[config.mk]
export PLATFORM = sky130hd
export DESIGN_NAME = tdpb_ctrl
export DESIGN_NICKNAME = d
export VERILOG_FILES = /design/src/sv/tdpb_pkg.sv /design/src/sv/tdpb_ctrl.sv
export SDC_FILE = /design/constraint.sdc
export NUM_CORES = 1
export LEC_CHECK = 0
export BUFFER_PORTS_ARGS = -buffer_cell sky130_fd_sc_hd__buf_2
export CORE_AREA = 2 2 41 43
export DETAILED_ROUTE_END_ITERATION = 8
export DIE_AREA = 0 0 43 45
export GPL_TIMING_DRIVEN = 1
export PLACE_DENSITY = 0.87
export SETUP_SLACK_MARGIN = 0.05
export SYNTH_ARGS = -nofsm -noshare
export SYNTH_HDL_FRONTEND = slang
export SYNTH_SLANG_ARGS = --single-unit
[constraint.sdc]
create_clock -name i_clk -period 4.5 [get_ports i_clk]
set_input_delay 0.225 -clock i_clk [delete_from_list [all_inputs] [get_ports i_clk]]
set_output_delay 0.225 -clock i_clk [all_outputs]
set_load 0.02 [all_outputs]
[src/sv/tdpb_pkg.sv]
`timescale 1ns / 1ps
// ----------------------------------------------------------------------------
// tdpb_pkg
// Shared types and constants of the timed delay and period batcher.
// ----------------------------------------------------------------------------
package tdpb_pkg;

    localparam int DELAY_DEPTH_DEF = 32;
    localparam int BATCH_DEPTH_DEF = 32;

    localparam int CFG_W  = 31;
    localparam int TIME_W = 32;
    localparam int TAG_W  = 32;

    localparam logic CFG_DELAY  = 1'b0;
    localparam logic CFG_PERIOD = 1'b1;

    typedef struct packed {
        logic [TIME_W-1:0] record_time;
        logic [TAG_W-1:0]  record_tag;
    } t_in;

    typedef struct packed {
        logic [TIME_W-1:0] out_time;
        logic [TAG_W-1:0]  out_tag;
        logic              last_of_run;
    } t_out;

    typedef struct packed {
        logic accept;
        logic fifo_rd;
        logic fifo_pop;
        logic fifo_push;
        logic div_start;
        logic set_period;
        logic bat_clr_idx;
        logic bat_rd;
        logic bat_clear;
        logic bat_push;
        logic emit_s2;
        logic emit_bat;
        logic finish;
    } t_cmd;

    typedef struct packed {
        logic delay_zero;
        logic period_zero;
        logic fifo_full;
        logic fifo_empty;
        logic due;
        logic div_busy;
        logic pnum_eq;
        logic bat_full;
        logic bat_idx_end;
        logic can_emit;
        logic pend_valid;
        logic out_free;
    } t_sts;

endpackage

[src/sv/tdpb_ctrl.sv]
`timescale 1ns / 1ps
// ----------------------------------------------------------------------------
// tdpb_ctrl
// Sequencer: delay FIFO release loop, batching and result hand-off.
// ----------------------------------------------------------------------------
module tdpb_ctrl (
    input  logic           i_clk,
    input  logic           i_rst_n,
    input  logic           i_in_valid,
    output logic           o_in_ready,
    input  tdpb_pkg::t_sts i_sts,
    output tdpb_pkg::t_cmd o_cmd
);
    import tdpb_pkg::*;

    localparam logic [3:0] S_IDLE  = 4'd0;
    localparam logic [3:0] S_FRD   = 4'd1;
    localparam logic [3:0] S_FPOP  = 4'd2;
    localparam logic [3:0] S_PUSH  = 4'd3;
    localparam logic [3:0] S_CHK   = 4'd4;
    localparam logic [3:0] S_CMP   = 4'd5;
    localparam logic [3:0] S_S2    = 4'd6;
    localparam logic [3:0] S_S2E   = 4'd7;
    localparam logic [3:0] S_DIVW  = 4'd8;
    localparam logic [3:0] S_FLCHK = 4'd9;
    localparam logic [3:0] S_FLEM  = 4'd10;
    localparam logic [3:0] S_BPUSH = 4'd11;
    localparam logic [3:0] S_DONE  = 4'd12;

    logic [3:0] r_state, n_state, r_ret, n_ret;
    t_cmd       cmd;

    always_comb begin
        cmd     = '0;
        n_state = r_state;
        n_ret   = r_ret;
        case (r_state)
            S_IDLE: begin
                if (i_in_valid) begin
                    cmd.accept = 1'b1;
                    if (i_sts.delay_zero) begin
                        n_ret   = S_DONE;
                        n_state = S_S2;
                    end else if (i_sts.fifo_full) begin
                        n_state = S_FRD;
                    end else begin
                        n_state = S_PUSH;
                    end
                end
            end
            S_FRD: begin
                cmd.fifo_rd = 1'b1;
                n_state     = S_FPOP;
            end
            S_FPOP: begin
                cmd.fifo_pop = 1'b1;
                n_ret        = S_PUSH;
                n_state      = S_S2;
            end
            S_PUSH: begin
                cmd.fifo_push = 1'b1;
                n_state       = S_CHK;
            end
            S_CHK: begin
                if (i_sts.fifo_empty) begin
                    n_state = S_DONE;
                end else begin
                    cmd.fifo_rd = 1'b1;
                    n_state     = S_CMP;
                end
            end
            S_CMP: begin
                if (i_sts.due) begin
                    cmd.fifo_pop = 1'b1;
                    n_ret        = S_CHK;
                    n_state      = S_S2;
                end else begin
                    n_state = S_DONE;
                end
            end
            S_S2: begin
                if (i_sts.period_zero) begin
                    n_state = S_S2E;
                end else begin
                    cmd.div_start = 1'b1;
                    n_state       = S_DIVW;
                end
            end
            S_S2E: begin
                if (i_sts.can_emit) begin
                    cmd.emit_s2 = 1'b1;
                    n_state     = r_ret;
                end
            end
            S_DIVW: begin
                if (!i_sts.div_busy) begin
                    if (i_sts.pnum_eq && !i_sts.bat_full) begin
                        n_state = S_BPUSH;
                    end else begin
                        cmd.set_period  = !i_sts.pnum_eq;
                        cmd.bat_clr_idx = 1'b1;
                        n_state         = S_FLCHK;
                    end
                end
            end
            S_FLCHK: begin
                if (i_sts.bat_idx_end) begin
                    cmd.bat_clear = 1'b1;
                    n_state       = S_BPUSH;
                end else begin
                    cmd.bat_rd = 1'b1;
                    n_state    = S_FLEM;
                end
            end
            S_FLEM: begin
                if (i_sts.can_emit) begin
                    cmd.emit_bat = 1'b1;
                    n_state      = S_FLCHK;
                end
            end
            S_BPUSH: begin
                cmd.bat_push = 1'b1;
                n_state      = r_ret;
            end
            S_DONE: begin
                if (!i_sts.pend_valid) begin
                    n_state = S_IDLE;
                end else if (i_sts.out_free) begin
                    cmd.finish = 1'b1;
                    n_state    = S_IDLE;
                end
            end
            default: begin
                n_state = S_IDLE;
            end
        endcase
    end

    always_ff @(posedge i_clk) begin
        if (!i_rst_n) begin
            r_state <= S_IDLE;
            r_ret   <= S_DONE;
        end else begin
            r_state <= n_state;
            r_ret   <= n_ret;
        end
    end

    assign o_in_ready = (r_state == S_IDLE);
    assign o_cmd      = cmd;
endmodule

==> impl_results.md <==
* Outcome: complete, no violations
* Hold-critical path endpoint: r_ret[3]$_SDFFE_PN1P_
* IR drop worst, VDD at 309.3 uV
* Transition time at the pin with the least slew margin at 0.7362 ns
* Pwr/cell area at 605.6 nW/um^2
* Initial core utilization at ~50%
* Final hold slack at 0.2276 ns
* Critical Path RT at around 4.3 ns
* Ratio of cells with drive above 1 in the final layout at 25.00%
* Post-route ant nets at 0
* Number of clock sinks at 7
* Count of buffer and inverter cells on the critical path at 1
* Post-synthesis average cell area at 6.738 sq um
* First-pass GRT wire length at 3229 um
* Number of design rule violations left after detail routing at 0
* Netlist cell types at 37
* Cell Chain, Critical Path: or2_0 -> nor3_1 -> and2_1 -> buf_2
* Synthesized instance count at ~110
* Sequential standard cell area at 140.1 sq um
* # Max-Cap Violations at 0
* Worst-case reg-to-reg path depth at 4
* Kind of cell with the highest combined delay on the critical path: simple AND/OR/NAND/NOR gates
* Origin of the worst min-delay path: i_rst_n
* Clock latency reported for the late side of the worst-skew pair at approximately 0.25 ns
* Fraction of the yosys area taken by sequential cells at 19.08%
* Leak pwr at 0.3880 nW
* Slew Limit Headroom at between 50% and 60%
* Reg2Reg Launch Point: r_state[0]$_SDFFE_PN0P_
* Cts-stage hold buffer count at 0
* Clock slew at the register clock pins of the worst setup and hold paths at 0.05 ns
* TritonCTS clock tree: built
* Startpoint type of the worst setup path: flip-flop
* Non-filler cells, final at between 100 and 150
* Number of CTS-inserted buffers at 3
* Overall via count from detail_route at 865
* Register-to-Register Setup Slack at about 2.5 ns
* Via count of the first global-routing pass at 734
* Crit-path slowest cell: sky130_fd_sc_hd__dfxtp_1
* Total length of routed wires at 1942 um
* Antenna violations before repair at 0
* Final setup viols at 0
* Avg WL per Cell at between 10 and 15 um
* RSZ-0062 raised after global routing: false
* Yosys reg bits at 7
* Multi-input combinational cell area at around 530 sq um
* Delay of the slowest critical-path stage at around 0.75 ns
* Hold Path Cell Cnt at 2
* Clock H-tree levels at 1
* Row count at 14
* Achievable frequency at 454.4 MHz
* Most frequent cells in the layout: sky130_fd_sc_hd__buf_2 (28), sky130_fd_sc_hd__nor2_1 (11), sky130_fd_sc_hd__nand2_1 (9)
* Placed Cells at 144
* Drt via density at between 5 and 6
* Fill cell instance count of the final layout at roughly 150
* Total negative slack for setup checks at 0 ns
* Total setup buffers inserted after CTS at 0
* Minimum clock period at around 2.2 ns
* Final HPWL from detailed placement at 1435 um
* Horizontal die dimension at 43 um
* Path type of the worst setup path: flip-flop to output port
* Count of instances resized after the clock tree is built at 0
* Hold Path Class: input port to flip-flop
* Yosys warning count at 0
* Residual overflow from global routing at 0
* CORE AREA at 1471 sq um
* Largest fanout on the critical path at 22
* Die Outline Area at between 1500 and 2000 sq um
* Arrival time worst endpoint at 1.98 ns
* Final max-slew violation count at 0
* Combined area of all synthesized cells at around 730 sq um
* Tcrit/Tclk final at 48.91%
* Synthesized net count at around 120
* Fin nets at 148
* Largest buffer count on any clock path at 2
* Endpoint of the lowest-slack register-to-register path: r_state[0]$_SDFFE_PN0P_
* I/O Buffers at 28
* Weighted congestion reported at the end of routability-driven placement at 0.9780
* Worst setup skew after layout at 0.003985 ns
* Top-level I/O count at 29
* Most common cell after layout, fill and taps aside: sky130_fd_sc_hd__buf_2
* Antenna diodes at 0
* Maximum number of pins on one net before global-route repair at 24
* Number of detailed-routing iterations run before antenna repair at 4
* Type of destination of the critical path: output port
* Initial DRC Count at 23
* Gr usage total at between 20 and 25%
* Die H at about 45 um
* Stages on worst setup path at 4
* Hold Vio Cnt, Final at 0
* Root buffer cell: sky130_fd_sc_hd__clkbuf_4
* Area growth from synthesis to layout at 18.57%
state kept, by name, summed over array words and instances, names as in the netlist:
name / count
r_state: 4
r_ret: 3
through the flow:
step                      total power (W)  utilization (%)  setup slack (ns)  cell area, sq um
after global routing            0.0005742            59.18             2.130             870.8
after CTS                       0.0005251            59.18             2.335             870.8
after floorplan                 0.0004114                -             2.689             734.5
final                           0.0005274            59.18             2.299             870.8
after detailed placement        0.0004653            57.40             2.542             844.6
after global placement          0.0004583            57.40             2.590             844.6
metal layers:
metal	global-route usage, %	up-vias	wire length [um]
li1	-	440	-
met1	28.64	390	856
met2	36.06	35	952
met3	4.800	0	133
met4	7.879	0	0
met5	0	-	0
worst max-delay path by stage:
stage / start / end / slack (ns)
after CTS: r_state[0]$_SDFFE_PN0P_ / o_cmd[12] / 2.34
after detailed placement: r_state[0]$_SDFFE_PN0P_ / r_state[0]$_SDFFE_PN0P_ / 2.54
after global placement: r_state[0]$_SDFFE_PN0P_ / r_state[0]$_SDFFE_PN0P_ / 2.59
after global routing: r_state[0]$_SDFFE_PN0P_ / o_cmd[12] / 2.13
final: r_state[0]$_SDFFE_PN0P_ / o_cmd[12] / 2.30
after floorplan: r_state[1]$_SDFFE_PN0P_ / o_cmd[12] / 2.69
synthesized netlist by cell type:
| library cell | number | share of area, % |
|---|---|---|
| sky130_fd_sc_hd__buf_6 | 2 | 3.1 |
| sky130_fd_sc_hd__a211oi_1 | 1 | 1.0 |
| sky130_fd_sc_hd__o211ai_1 | 2 | 2.0 |
| sky130_fd_sc_hd__buf_2 | 1 | 0.68 |
| sky130_fd_sc_hd__nand3_1 | 3 | 2.0 |
| sky130_fd_sc_hd__o41ai_1 | 1 | 1.2 |
| sky130_fd_sc_hd__nor2b_1 | 7 | 6.0 |
| sky130_fd_sc_hd__nand2_1 | 9 | 4.6 |
| sky130_fd_sc_hd__nor4_1 | 2 | 1.7 |
| sky130_fd_sc_hd__nand2b_1 | 5 | 4.3 |
| sky130_fd_sc_hd__o21ba_2 | 1 | 1.4 |
| sky130_fd_sc_hd__a311oi_1 | 1 | 1.2 |
| sky130_fd_sc_hd__and2_1 | 2 | 1.7 |
| sky130_fd_sc_hd__or2_0 | 1 | 0.85 |
| sky130_fd_sc_hd__o2bb2ai_1 | 1 | 1.2 |
| sky130_fd_sc_hd__or4_4 | 1 | 1.5 |
| sky130_fd_sc_hd__buf_1 | 1 | 0.51 |
| sky130_fd_sc_hd__inv_1 | 4 | 2.0 |
| sky130_fd_sc_hd__mux2i_1 | 2 | 2.7 |
| sky130_fd_sc_hd__o21ai_0 | 6 | 4.1 |
| sky130_fd_sc_hd__a21boi_0 | 2 | 2.0 |
| sky130_fd_sc_hd__o2111a_1 | 1 | 1.5 |
| sky130_fd_sc_hd__or3_1 | 1 | 0.85 |
| sky130_fd_sc_hd__o2111ai_1 | 1 | 1.2 |
| sky130_fd_sc_hd__and3_1 | 3 | 2.6 |
| sky130_fd_sc_hd__dfxtp_1 | 7 | 19 |
| sky130_fd_sc_hd__nor2_1 | 11 | 5.6 |
| sky130_fd_sc_hd__clkbuf_1 | 5 | 2.6 |
| sky130_fd_sc_hd__nor3_1 | 7 | 4.8 |
| sky130_fd_sc_hd__o31ai_1 | 1 | 1.0 |
| sky130_fd_sc_hd__a31oi_1 | 4 | 3.4 |
| sky130_fd_sc_hd__a21oi_1 | 7 | 4.8 |
| sky130_fd_sc_hd__nor3b_1 | 2 | 2.0 |
| sky130_fd_sc_hd__a32o_1 | 1 | 1.4 |
| sky130_fd_sc_hd__a21o_1 | 1 | 1.0 |
| sky130_fd_sc_hd__nor4b_1 | 1 | 1.2 |
| sky130_fd_sc_hd__and3b_1 | 1 | 1.2 |
kinds of logic (layout without fill, tap and decap cells):
group                  count (synthesis)  after routing  share of synthesized area [%]
AO/OA/AOI/OAI                         31             31                          28.45
buffers and inverters                 13             36                          8.857
flip-flops                             7              7                          19.08
multiplexers                           2              2                          2.726
AND/OR/NAND/NOR                       56             56                          40.88
cell type report:
class,count,share of cell area [%]
well taps,16,2.299
multi-input cells,89,60.78
inverters,4,1.724
repair buffers,28,16.09
clock buffers,4,3.017
flip-flops and latches,7,16.09
report_power, final:
| group | internal, W | total (W) | leakage (nW) | switching [W] |
|---|---|---|---|---|
| clock | 0.0000337 | 0.0000555 | 0.0150 | 0.0000217 |
| combinational | 0.000131 | 0.000296 | 0.315 | 0.000165 |
| sequential | 0.0000873 | 0.000176 | 0.0576 | 0.0000882 |
| total | 0.000252 | 0.000527 | 0.388 | 0.000275 |
No activity file was read; power rests on OpenSTA's default activity.
